### src/rtl/core/mpb_pkg.sv
// Shared types and constants for the Morse pattern blinker.
package mpb_pkg;

  // Fixed field widths
  localparam int unsigned CfgIdxW  = 3;
  localparam int unsigned CfgDataW = 32;
  localparam int unsigned LenW     = 6;
  localparam int unsigned PosW     = 5;
  localparam int unsigned TickW    = 16;
  localparam int unsigned HalfW    = 32;

  // Register reset values
  localparam logic [LenW-1:0]  LenReset     = LenW'(1);
  localparam logic [TickW-1:0] DotReset     = TickW'(250);
  localparam logic [TickW-1:0] DashReset    = TickW'(750);
  localparam logic [TickW-1:0] GapReset     = TickW'(1000);
  localparam logic [TickW-1:0] SpacingReset = TickW'(100);

  // Configuration register indexes
  typedef enum logic [CfgIdxW-1:0] {
    REG_MESSAGE_LENGTH    = 3'd0,
    REG_SYMBOLS_LOW_HALF  = 3'd1,
    REG_SYMBOLS_HIGH_HALF = 3'd2,
    REG_DOT_TICKS         = 3'd3,
    REG_DASH_TICKS        = 3'd4,
    REG_GAP_TICKS         = 3'd5,
    REG_SPACING_TICKS     = 3'd6
  } cfg_reg_e;

  // Two-bit symbol codes
  typedef enum logic [1:0] {
    SYM_OTHER = 2'd0,
    SYM_DOT   = 2'd1,
    SYM_DASH  = 2'd2,
    SYM_GAP   = 2'd3
  } sym_e;

  // Playback phase
  typedef enum logic {
    PH_SYMBOL  = 1'b0,
    PH_SPACING = 1'b1
  } phase_e;

endpackage

### src/rtl/core/mpb_if.sv
// Handshake channel interfaces: tick/restart items, results and register writes.
interface mpb_item_if import mpb_pkg::*; ();
  logic valid;
  logic ready;
  logic restart;
  modport source (output valid, output restart, input ready);
  modport sink   (input valid, input restart, output ready);
endinterface

interface mpb_result_if import mpb_pkg::*; ();
  logic            valid;
  logic            ready;
  logic            led_lit;
  logic [PosW-1:0] symbol_index;
  logic            in_spacing;
  modport source (output valid, output led_lit, output symbol_index, output in_spacing,
                  input ready);
  modport sink   (input valid, input led_lit, input symbol_index, input in_spacing,
                  output ready);
endinterface

interface mpb_cfg_if import mpb_pkg::*; ();
  logic                valid;
  logic                ready;
  logic [CfgIdxW-1:0]  index;
  logic [CfgDataW-1:0] wdata;
  modport source (output valid, output index, output wdata, input ready);
  modport sink   (input valid, input index, input wdata, output ready);
endinterface

### src/rtl/core/morse_pattern_blinker.sv
// Morse pattern blinker: plays a looping two-bit symbol pattern on one LED.
// Result: the result of an item is registered and presented in the cycle after its beat is taken.
// Throughput: one item per cycle unless the result stalls; the playback state doubles as the result
// register, so a new beat is taken whenever the result slot is empty or drains.
// Reset: asynchronous, clears phase, position, countdown and LED and loads the
// register defaults; configuration writes are always accepted.
module morse_pattern_blinker
  import mpb_pkg::*;
#(
  parameter int unsigned MAX_SYMBOLS = 32,
  parameter int unsigned TIMER_BITS  = 16
) (
  input  logic         clk_i,
  input  logic         rst_ni,
  mpb_item_if.sink     item_i,
  mpb_result_if.source result_o,
  mpb_cfg_if.sink      cfg_i
);

  localparam logic [TIMER_BITS-1:0] TimerMax = '1;
  localparam logic [LenW-1:0]       MaxLen   = LenW'(MAX_SYMBOLS);

  // Configuration registers
  logic [LenW-1:0]   msg_len_q;
  logic [HalfW-1:0]  sym_lo_q, sym_hi_q;
  logic [TickW-1:0]  dot_q, dash_q, gap_q, spacing_q;

  // Playback state, also the result register
  phase_e                phase_q, phase_d;
  logic [PosW-1:0]       pos_q, pos_d;
  logic [TIMER_BITS-1:0] cnt_q, cnt_d;
  logic                  led_q, led_d;
  logic                  res_valid_q;

  logic                  item_beat;
  logic [TIMER_BITS-1:0] cnt_dec;
  logic [LenW-1:0]       len_eff;
  logic [LenW-1:0]       pos_inc;
  logic [31:0][1:0]      sym_arr;
  sym_e                  cur_sym;

  // Saturate a tick count to the timer range
  function automatic logic [TIMER_BITS-1:0] load_time(input logic [TickW-1:0] ticks);
    logic [31:0] t32;
    t32 = 32'(ticks);
    if (t32 > 32'(TimerMax)) begin
      return TimerMax;
    end
    return TIMER_BITS'(t32);
  endfunction

  // Handshakes
  assign cfg_i.ready  = 1'b1;
  assign item_i.ready = !res_valid_q || result_o.ready;
  assign item_beat    = item_i.valid && item_i.ready;

  // Register writes
  always_ff @(posedge clk_i or negedge rst_ni) begin
    if (!rst_ni) begin
      msg_len_q <= LenReset;
      sym_lo_q  <= '0;
      sym_hi_q  <= '0;
      dot_q     <= DotReset;
      dash_q    <= DashReset;
      gap_q     <= GapReset;
      spacing_q <= SpacingReset;
    end else if (cfg_i.valid) begin
      unique case (cfg_reg_e'(cfg_i.index))
        REG_MESSAGE_LENGTH:    msg_len_q <= cfg_i.wdata[LenW-1:0];
        REG_SYMBOLS_LOW_HALF:  sym_lo_q  <= cfg_i.wdata[HalfW-1:0];
        REG_SYMBOLS_HIGH_HALF: sym_hi_q  <= cfg_i.wdata[HalfW-1:0];
        REG_DOT_TICKS:         dot_q     <= cfg_i.wdata[TickW-1:0];
        REG_DASH_TICKS:        dash_q    <= cfg_i.wdata[TickW-1:0];
        REG_GAP_TICKS:         gap_q     <= cfg_i.wdata[TickW-1:0];
        REG_SPACING_TICKS:     spacing_q <= cfg_i.wdata[TickW-1:0];
        default: ;
      endcase
    end
  end

  // Current symbol and wrap point
  assign sym_arr = {sym_hi_q, sym_lo_q};
  assign cur_sym = sym_e'(sym_arr[pos_q]);
  assign len_eff = (msg_len_q > MaxLen) ? MaxLen : msg_len_q;
  assign pos_inc = LenW'(pos_q) + LenW'(1);
  assign cnt_dec = (cnt_q != '0) ? cnt_q - TIMER_BITS'(1) : cnt_q;

  // Next state for one beat
  always_comb begin
    phase_d = phase_q;
    pos_d   = pos_q;
    cnt_d   = cnt_q;
    led_d   = led_q;
    if (item_i.restart) begin
      phase_d = PH_SYMBOL;
      pos_d   = '0;
      cnt_d   = '0;
      led_d   = 1'b0;
    end else begin
      cnt_d = cnt_dec;
      if (cnt_dec == '0) begin
        unique case (phase_q)
          PH_SYMBOL: begin
            unique case (cur_sym)
              SYM_DASH: begin
                led_d   = 1'b1;
                cnt_d   = load_time(dash_q);
                phase_d = PH_SPACING;
              end
              SYM_DOT: begin
                led_d   = 1'b1;
                cnt_d   = load_time(dot_q);
                phase_d = PH_SPACING;
              end
              SYM_GAP: begin
                led_d   = 1'b0;
                cnt_d   = load_time(gap_q);
                phase_d = PH_SPACING;
              end
              default: begin
                // unknown symbol: stay dark and hold here
                led_d = 1'b0;
                cnt_d = '0;
              end
            endcase
          end
          PH_SPACING: begin
            led_d   = 1'b0;
            cnt_d   = load_time(spacing_q);
            pos_d   = (pos_inc >= len_eff) ? '0 : pos_inc[PosW-1:0];
            phase_d = PH_SYMBOL;
          end
          default: ;
        endcase
      end
    end
  end

  // State register, advanced once per accepted beat
  always_ff @(posedge clk_i or negedge rst_ni) begin
    if (!rst_ni) begin
      phase_q <= PH_SYMBOL;
      pos_q   <= '0;
      cnt_q   <= '0;
      led_q   <= 1'b0;
    end else if (item_beat) begin
      phase_q <= phase_d;
      pos_q   <= pos_d;
      cnt_q   <= cnt_d;
      led_q   <= led_d;
    end
  end

  // Result slot occupancy
  always_ff @(posedge clk_i or negedge rst_ni) begin
    if (!rst_ni) begin
      res_valid_q <= 1'b0;
    end else if (item_beat) begin
      res_valid_q <= 1'b1;
    end else if (result_o.ready) begin
      res_valid_q <= 1'b0;
    end
  end

  assign result_o.valid        = res_valid_q;
  assign result_o.led_lit      = led_q;
  assign result_o.symbol_index = pos_q;
  assign result_o.in_spacing   = phase_q;

endmodule

### src/flat_wrapper.sv
// flat-port wrapper written by rule: the top's interface ports become plain ports
module morse_pattern_blinker_flat import mpb_pkg::*;
#(
  parameter int unsigned MAX_SYMBOLS = 32,
  parameter int unsigned TIMER_BITS  = 16
)
  (clk_i, rst_ni, item_i_valid, item_i_restart, item_i_ready, result_o_valid, result_o_led_lit, result_o_symbol_index, result_o_in_spacing, result_o_ready, cfg_i_valid, cfg_i_index, cfg_i_wdata, cfg_i_ready);
  mpb_item_if item_i_i ();
  mpb_result_if result_o_i ();
  mpb_cfg_if cfg_i_i ();
  input  logic clk_i;
  input  logic rst_ni;
  input wire logic [$bits(item_i_i.valid)-1:0] item_i_valid;
  input wire logic [$bits(item_i_i.restart)-1:0] item_i_restart;
  output wire logic [$bits(item_i_i.ready)-1:0] item_i_ready;
  output wire logic [$bits(result_o_i.valid)-1:0] result_o_valid;
  output wire logic [$bits(result_o_i.led_lit)-1:0] result_o_led_lit;
  output wire logic [$bits(result_o_i.symbol_index)-1:0] result_o_symbol_index;
  output wire logic [$bits(result_o_i.in_spacing)-1:0] result_o_in_spacing;
  input wire logic [$bits(result_o_i.ready)-1:0] result_o_ready;
  input wire logic [$bits(cfg_i_i.valid)-1:0] cfg_i_valid;
  input wire logic [$bits(cfg_i_i.index)-1:0] cfg_i_index;
  input wire logic [$bits(cfg_i_i.wdata)-1:0] cfg_i_wdata;
  output wire logic [$bits(cfg_i_i.ready)-1:0] cfg_i_ready;
  assign item_i_i.valid = item_i_valid;
  assign item_i_i.restart = item_i_restart;
  assign item_i_ready = item_i_i.ready;
  assign result_o_valid = result_o_i.valid;
  assign result_o_led_lit = result_o_i.led_lit;
  assign result_o_symbol_index = result_o_i.symbol_index;
  assign result_o_in_spacing = result_o_i.in_spacing;
  assign result_o_i.ready = result_o_ready;
  assign cfg_i_i.valid = cfg_i_valid;
  assign cfg_i_i.index = cfg_i_index;
  assign cfg_i_i.wdata = cfg_i_wdata;
  assign cfg_i_ready = cfg_i_i.ready;
  morse_pattern_blinker #(.MAX_SYMBOLS(MAX_SYMBOLS), .TIMER_BITS(TIMER_BITS)) u_core (.clk_i(clk_i), .rst_ni(rst_ni), .item_i(item_i_i), .result_o(result_o_i), .cfg_i(cfg_i_i));
endmodule
### config.mk
export PLATFORM = sky130hd
export DESIGN_NAME = morse_pattern_blinker_flat
export DESIGN_NICKNAME = d
export VERILOG_FILES = /design/src/rtl/core/mpb_pkg.sv /design/src/rtl/core/mpb_if.sv /design/src/rtl/core/morse_pattern_blinker.sv /design/src/flat_wrapper.sv
export SDC_FILE = /design/constraint.sdc
export NUM_CORES = 1
export LEC_CHECK = 0
export BUFFER_PORTS_ARGS = -buffer_cell sky130_fd_sc_hd__buf_2
export CORE_ASPECT_RATIO = 1.25
export CORE_MARGIN = 3
export CORE_UTILIZATION = 50
export DETAILED_ROUTE_END_ITERATION = 10
export PLACE_DENSITY = 0.71
export SLEW_MARGIN = 30
export SYNTH_ARGS = -nofsm -noshare
export SYNTH_HDL_FRONTEND = slang
export SYNTH_SLANG_ARGS = --single-unit
### constraint.sdc
create_clock -name clk_i -period 4.92 [get_ports clk_i]
set_input_delay 0.492 -clock clk_i [delete_from_list [all_inputs] [get_ports clk_i]]
set_output_delay 0.492 -clock clk_i [all_outputs]
set_load 0.005 [all_outputs]
# Yosys cells after proc, flatten, opt, wreduce, memory -nomap -nowiden
# Index checks and enable logic that the tools add are counted.
# classes
mux,22
n_bitwise,1
order_cmp,3
n_eq_ne,9
n_addsub,2
reduce_logical,20
# op_table
cell,count
2-to-1 mux 16 bit,3
one-hot mux 16 bit (3 select lines),1
one-hot mux 16 bit (2 select lines),1
2-to-1 mux 5 bit,4
logical NOT 16 bit,1
AND reduction 2 bit,8
nonzero test 16 bit,1
"subtractor 16 x 1 -> 16 bit, second input constant",1
binary-select mux 2 bit (select 5 bit),1
"equality test 3 bit, second input constant",3
2-to-1 mux 1 bit,8
"adder 5 x 1 -> 6 bit, second input constant",1
"equality test 3 x 2 -> 1 bit, second input constant",2
greater-or-equal comparator 6 bit,1
"> comparator 6 bit, second input constant",1
"less-than comparator 5 x 6 -> 1 bit, second input constant",1
2-to-1 mux 6 bit,1
nonzero test 2 bit,3
"equality test 2 bit, second input constant",2
one-hot mux 1 bit (2 select lines),2
"equality test 3 x 1 -> 1 bit, second input constant",1
logical NOT 3 bit,1
AND reduction 3 bit,1
OR reduction 3 bit,1
7 further kinds,7
# word_totals
inputBits,41
register_bits,158

# Depth between registers and ports, before layout
# Gate-level depths: netlist of run 1.
# logic_depth
ltp_word,8
depth_mapped,13
depth_no_buf,9

# Least setup slack after synthesis of run 1
# Ideal clock, no wire load.
# synth_path
kind,reg-to-reg
from,"register u_core.pos_q[0], in the netlist u_core.result_o.symbol_index[0]"
to,register u_core.cnt_q[0]
t_arrival_ps,3834
slack_ps,954
path_buffers,4
path_stages_with_launch,14
path_cell_list,dfrtp_1 > clkbuf_1 > clkbuf_1 > mux4_2 > mux4_2 > mux2i_1 > inv_1 > ha_1 > clkbuf_1 > clkbuf_1 > a222oi_1 > o21ai_0 > a22oi_1 > o2bb2ai_1
# synth_via
elab_chain_cells,7
elab_cells_between_ends,9
classes_between,eq/ne (3); mux (6)
# synth_rtl
item,line_no,rtl
from (decl),morse_pattern_blinker.sv:30,"logic [PosW-1:0] pos_q, pos_d;"
from (signal assigned),morse_pattern_blinker.sv:148,pos_q <= pos_d;
binary-select mux 2 bit (select 5 bit) *,morse_pattern_blinker.sv:83,assign cur_sym = sym_e'(sym_arr[pos_q]);
2-to-1 mux 2 bit (not written as such) *,morse_pattern_blinker.sv:83,
equality test 2 bit or equality test 2 x 1 -> 1 bit (tied branches),morse_pattern_blinker.sv:104,unique case (cur_sym)
one-hot mux 16 bit (3 select lines) *,morse_pattern_blinker.sv:104,
one-hot mux 16 bit (2 select lines) *,morse_pattern_blinker.sv:102,unique case (phase_q)
2-to-1 mux 16 bit *,morse_pattern_blinker.sv:101,if (cnt_dec == '0) begin
2-to-1 mux 16 bit *,morse_pattern_blinker.sv:94,if (item_i.restart) begin
to (signal assigned),morse_pattern_blinker.sv:149,cnt_q <= cnt_d;
to (decl),morse_pattern_blinker.sv:31,"logic [TIMER_BITS-1:0] cnt_q, cnt_d;"
# Mark *: on every way between the ends. The rest lies on a longest branch, timed or not. The select of a mux whose other input is x is not followed.
# A chain may end at the register's enable or synchronous reset.

# Worst setup path in the final report of run 1
# layout_path
from,"register u_core.pos_q[1], in the netlist u_core.result_o.symbol_index[1]"
to,register u_core.cnt_q[3]
# The elaborated chain is that of the path after synthesis.

==> impl_metrics.toml, run 1 <==
[setup_path]
slowest_stage = "dfrtp_1"
worstPathArrival_ns = 4.01
reg2reg_depth = 9
path_max_fanout = 21
critPathMaxStageDelay_ns = 0.88
worstPathCellList = "mux4_2, mux4_2, mux2i_1, inv_1, ha_1, a222oi_1, o21ai_0, a211oi_2, nor3_2"
cp_num_cells = 9
critPathBufInv = 1
start_kind = "flop"
crit_family = "multiplexers"
critPathCaptureType = "flop"
crit_required_ns = 5.22
critPathMostFrequentCell = "mux4_2"
path_class = "reg -> reg"

[clocking]
cts_resized = 0
clk_pin_slew_ns = 0.06
clock-sinks = 158
htreeDepth = 4
root_buffer = "clkbuf_16"
clock_path_buffers = 2
insertion_delay_ns = 0.42
postCtsHoldBufs = 0
cts_tree = "built"
postCtsSetupBuffers = 0
numCtsBuffers = 17

[run_status]
status = "finished clean"

[floorplan]
dieArea_um2 = 17200
start_util_pct = 51.6
placementRows = 50
num_io_pins = 51
die_w_um = 118
core_area_um2 = 15100
dieHeight_um = 146

[synth]
yosysTopAreaCellShare_pct = 43.3
yosysMostFrequentCell = "dfrtp_1"
synthCells = 606
ys_seq_area_share_pct = 51.0
synth_edf_count = 0
yosys_warnings = 0
netlist_top_cells_count = "135 x dfrtp_1, 134 x mux2_2, 32 x clkbuf_1, 28 x nand2_1"
ys_ff_latch = 158
async_reset_ff_share_pct = 100
synth_cell_types = 63
synth_area_um2 = 7810
ys.flop_type = "dfrtp_1"
synth_top_area_cell = "dfrtp_1"
synthTopCellsByArea = "dfrtp_1 43%, mux2_2 19%, dfstp_2 7.7%"
syn_nets = 660
synth_area_per_cell_um2 = 12.9

[grt]
grt_pass1_vias = 5623
overflow = 0
grt_pass1_wl_um = 30000
grt_max_degree = 117
antenna_found_initial = 0
grt.total_usage_pct = 21.9

[sta]
finalCritPeriodShare_pct = 75.4
period_minus_slack_ns = 3.71
fmax_mhz = 270
timing.hold.ws_ns = 0.112
final-setup-viol-count = 0
relSlewSlack_pct = 38.3
rsz0062_at_grt = "no"
finClkSkew_ns = 0.00837
worstMarginPinSlew_ns = 0.917
final_max_slew_viol_count = 0
fin_ws_ns = 1.21
hold_viol = 0
setup_tns_ns = 0

[routing]
drt_iter0_drc = 428
routed_wirelength_um = 18200
drt-wirelength-per-cell_um = 21.1
drcViolationCount = 0
dr.pass1.iters = 5
vias = 5253
vias_per_cell = 6.09
postRouteAntennaNets = 0

[final_layout]
antenna-diode-count = 0
area_growth_pct = 12.5
design_area_um2 = 8780
utilization_pct = 58.0
nets = 696
drive_gt1_share_pct = 42.4
fillers = 1239

[hold_path]
hp-class = "in -> async"

[flow_run]
maxCapViolations = 0

[power_and_ir_drop]
peakVddDrop_mv = 0.272
powerDensity_nw_per_um2 = 466
leakage_uw = 0.00361

[placement]
dp_slack_ns = 1.25
postPlaceCellArea_um2 = 8220
place_congestion = 0.939
dp_hpwl_um = 12200
portBuffers = 49
-- state kept, by name (all words and copies together), names as in the netlist --
register and cells:
u_core.result_o.led_lit 1, u_core.sym_hi_q 32, u_core.sym_lo_q 32, u_core.msg_len_q 6, u_core.result_o.in_spacing 1, u_core.dot_q 16
u_core.result_o.valid 1, u_core.spacing_q 16, u_core.gap_q 16, u_core.result_o.symbol_index 5, u_core.cnt_q 16, u_core.dash_q 16
-- worst reg2reg max path, cell delays in order, from the launching register on --
cell and delay (ns):
dfrtp_1 0.88, mux4_2 0.44, mux4_2 0.49, mux2i_1 0.28
inv_1 0.12, ha_1 0.48, a222oi_1 0.42, o21ai_0 0.15
a211oi_2 0.28, nor3_2 0.07
-- kinds of logic (layout without fill, tap and decap cells) --
group | Yosys count | count (layout) | share of synthesized area [%]
flip-flops | 158 | 158 | 51.0
buffers and inverters | 46 | 95 | 2.58
multiplexers | 157 | 157 | 25.5
AND/OR/NAND/NOR | 127 | 127 | 9.25
adder cells (fa/ha/maj) | 13 | 13 | 2.08
other | 1 | 1 | 0.0480
AO/OA/AOI/OAI | 102 | 102 | 9.31
XOR/XNOR | 2 | 2 | 0.224
-- layout make-up --
type / instances / area (um2) / area share, %
Clock buffer: 24 / 462 / 5.26
Clock inverter: 8 / 95.1 / 1.08
Inverter: 6 / 22.5 / 0.257
Multi-Input combinational cell: 402 / 3640 / 41.4
Sequential cell: 158 / 3980 / 45.4
Tap cell: 208 / 260 / 2.96
Timing Repair Buffer: 57 / 319 / 3.63
-- routing by layer --
layer | GRT usage (%) | vias up | wire length [um]
li1 | - | 2358 | -
met1 | 27.5 | 2747 | 7440
met2 | 38.7 | 130 | 9860
met3 | 4.47 | 18 | 660
met4 | 5.98 | 0 | 208
met5 | 0 | - | 0
-- layout by cell type, fill, tap and decap left out, types with 3 or more instances in the layout --
cell type | netlist | final
o21ai_1 | 3 | 3
nand2_1 | 28 | 28
nand4b_1 | 3 | 3
nor2_1 | 24 | 24
a21o_1 | 3 | 3
buf_2 | 2 | 48
mux4_2 | 20 | 20
nor4_1 | 7 | 7
o2111ai_1 | 3 | 3
a22o_1 | 4 | 4
nor3_2 | 2 | 3
ha_1 | 13 | 13
nand2b_1 | 7 | 7
nor2b_1 | 4 | 4
nor3_1 | 10 | 9
a31oi_1 | 4 | 4
clkbuf_16 | 0 | 17
mux2i_1 | 3 | 3
a222oi_1 | 16 | 16
clkbuf_1 | 32 | 6
a211oi_1 | 3 | 3
clkinv_2 | 0 | 4
mux2_2 | 134 | 134
dfstp_2 | 23 | 23
buf_4 | 3 | 7
o21ai_0 | 23 | 23
inv_1 | 6 | 6
nand3_1 | 12 | 12
dfrtp_1 | 135 | 135
a22oi_1 | 3 | 3
nor3b_1 | 10 | 8
a21oi_1 | 24 | 24
-- power breakdown --
group          internal [uW]  switching [uW]  total, uW  leakage, uW
logic                    479             498        977      0.00146
registers               1620             239       1860      0.00189
clock network            757             498       1250     0.000268
-- final timing paths --
| path | from | slack (ns) | end |
|---|---|---|---|
| setup / recovery | u_core.result_o.symbol_index[1] | 1.21 | u_core.cnt_q[3] |
| hold / removal | rst_ni | 0.11 | u_core.spacing_q[14] |
| setup reg to reg | u_core.result_o.symbol_index[1] | 1.21 | u_core.cnt_q[3] |
| hold reg to reg | u_core.sym_hi_q[23] | 0.50 | u_core.sym_hi_q[23] |
| max in group asynchronous | rst_ni | 3.73 | u_core.sym_lo_q[7] |
| min in group clk_i | item_i_valid | 0.29 | u_core.result_o.valid |
-- through the flow --
| stage | cells | total power (uW) |
|---|---|---|
| floorplan | 606 | 2560 |
| global placement | 828 | 2790 |
| finish | 863 | 4090 |
| CTS | 863 | 4100 |
| detailed placement | 831 | 2840 |
| global route | 863 | 4300 |
Power figures use the tool's default switching activity.
==> run 2: changes to the inputs <==
- PLACE_DENSITY: 0.71 -> 0.73
- clock period: 4.92 -> 3.1 ns (I/O delays scaled with it)
==> impl_metrics.toml, run 2 (same netlist as run 1, synthesis figures left out) <==
[clocking]
cts_tree = "built"
root_buffer = "clkbuf_16"
htreeDepth = 4
insertion_delay_ns = 0.43
numCtsBuffers = 17
clk_pin_slew_ns = 0.06
clock_path_buffers = 2
clock-sinks = 158
postCtsSetupBuffers = 0

[final_layout]
antenna-diode-count = 0
top_regs = "u_core.sym_hi_q: 32 flops, u_core.sym_lo_q: 32 flops"
final_cell_mix = "134 x mux2_2, 134 x dfrtp_1, 48 x buf_2, 27 x nand2_1, 27 x buf_4"
area_growth_pct = 17.9
fillers = 1206
design_area_um2 = 9200
nets = 723
utilization_pct = 60.8
drive_gt1_share_pct = 47.8

[sta]
fin_ws_ns = 0.0655
fmax_mhz = 330
finalCritPeriodShare_pct = 97.9
rsz0062_at_grt = "yes"
worstMarginPinSlew_ns = 0.795
final-setup-viol-count = 0
setup_tns_ns = 0
timing.hold.ws_ns = 0.0994
hold_viol = 0
period_minus_slack_ns = 3.03
final_max_slew_viol_count = 0
finClkSkew_ns = 0.00914
relSlewSlack_pct = 46.6

[floorplan]
start_util_pct = 51.6
die_w_um = 118
core_area_um2 = 15100
dieHeight_um = 146
num_io_pins = 51
dieArea_um2 = 17200
placementRows = 50

[routing]
drt-wirelength-per-cell_um = 21.5
routed.top_layer = "met4"
drcViolationCount = 0
routed_wirelength_um = 19200
vias = 5484
wl_met1_um = 7650
route.met3.wl_um = 798
dr.pass1.iters = 6
drt_iter0_drc = 531
vias_per_cell = 6.16
wl_met2_um = 10300
postRouteAntennaNets = 0

[setup_path]
critPathMaxStageDelay_ns = 0.52
worstPathCellList = "buf_6, mux4_2, mux4_2, mux2i_4, inv_2, ha_4, a222oi_1, o21ai_1, a211oi_2, nor3_2"
crit_family = "multiplexers"
path_class = "reg -> reg"
slowest_stage = "mux4_2"
cp_num_cells = 10
start_kind = "flop"
path_max_fanout = 16
critPathCaptureType = "flop"
r2r_start = "u_core.result_o.symbol_index[0]"
reg2reg_slack_ns = 0.07
reg2reg_depth = 10
critPathMostFrequentCell = "mux4_2"
crit_required_ns = 3.42
critPathBufInv = 2
worstPathArrival_ns = 3.35
worstReg2RegEnd = "u_core.cnt_q[3]"

[placement]
place_congestion = 0.919
postPlaceCellArea_um2 = 8460
portBuffers = 49
dp_hpwl_um = 13000
dp_slack_ns = -0.0377

[power_and_ir_drop]
leakage_uw = 0.00379
peakVddDrop_mv = 0.540
powerDensity_nw_per_um2 = 744

[run_status]
status = "finished clean"

[grt]
overflow = 0
antenna_found_initial = 0
grt_max_degree = 81
grt_pass1_vias = 5874
grt_pass1_wl_um = 31000
grt.total_usage_pct = 22.8

[flow_run]
maxCapViolations = 0

[hold_path]
hp-class = "in -> reg"
min_to = "u_core.result_o.valid"
hold_depth = 2
min-delay-start = "item_i_valid"
[run 2: report_power, final]
part           total, uW  internal, uW  switching (uW)
registers           2960          2570             387
clock network       2130          1290             843
logic               1760           888             868
total               6850          4750            2100
[run 2: area by class of cell]
class / instances / area, um2 / area share, %
clock buffer: 19 / 443 / 4.81
sequential: 158 / 3980 / 43.3
inverter: 6 / 22.5 / 0.245
clock inverter: 13 / 161 / 1.75
tap: 208 / 260 / 2.83
multi-input combinational: 402 / 3740 / 40.6
timing repair buffer: 84 / 592 / 6.43
[run 2: routing by layer]
metal | global-route usage, % | vias to the layer above
met5 | 0 | -
met4 | 9.56 | 0
met3 | 3.65 | 37
met2 | 40.1 | 170
met1 | 27.8 | 2846
li1 | - | 2431
[run 2: worst max path at each step]
stage / startpoint / endpoint / slack (ns)
after floorplan: u_core.result_o.symbol_index[0] / u_core.cnt_q[0] / -0.05
after global placement: u_core.result_o.symbol_index[0] / u_core.cnt_q[8] / 0.06
after detailed placement: u_core.result_o.symbol_index[0] / u_core.cnt_q[8] / -0.04
after CTS: u_core.result_o.symbol_index[0] / u_core.cnt_q[8] / 0.02
after global routing: u_core.result_o.symbol_index[0] / u_core.cnt_q[3] / -0.07
final: u_core.result_o.symbol_index[0] / u_core.cnt_q[3] / 0.07
[run 2: per-stage QoR]
stage | instances | power (uW)
after global routing | 890 | 7200
after CTS | 889 | 6820
after global placement | 856 | 4550
final | 890 | 6850
after detailed placement | 856 | 4650
after floorplan | 606 | 4080
[run 2: repair_timing]
item	4_1_cts	5_1_grt
endpoints found under the setup margin	12	20
endpoints found under the hold margin	74	0
cloned	0	1
hold buffers	1	0
resized for setup	6	20
pin swaps	0	6
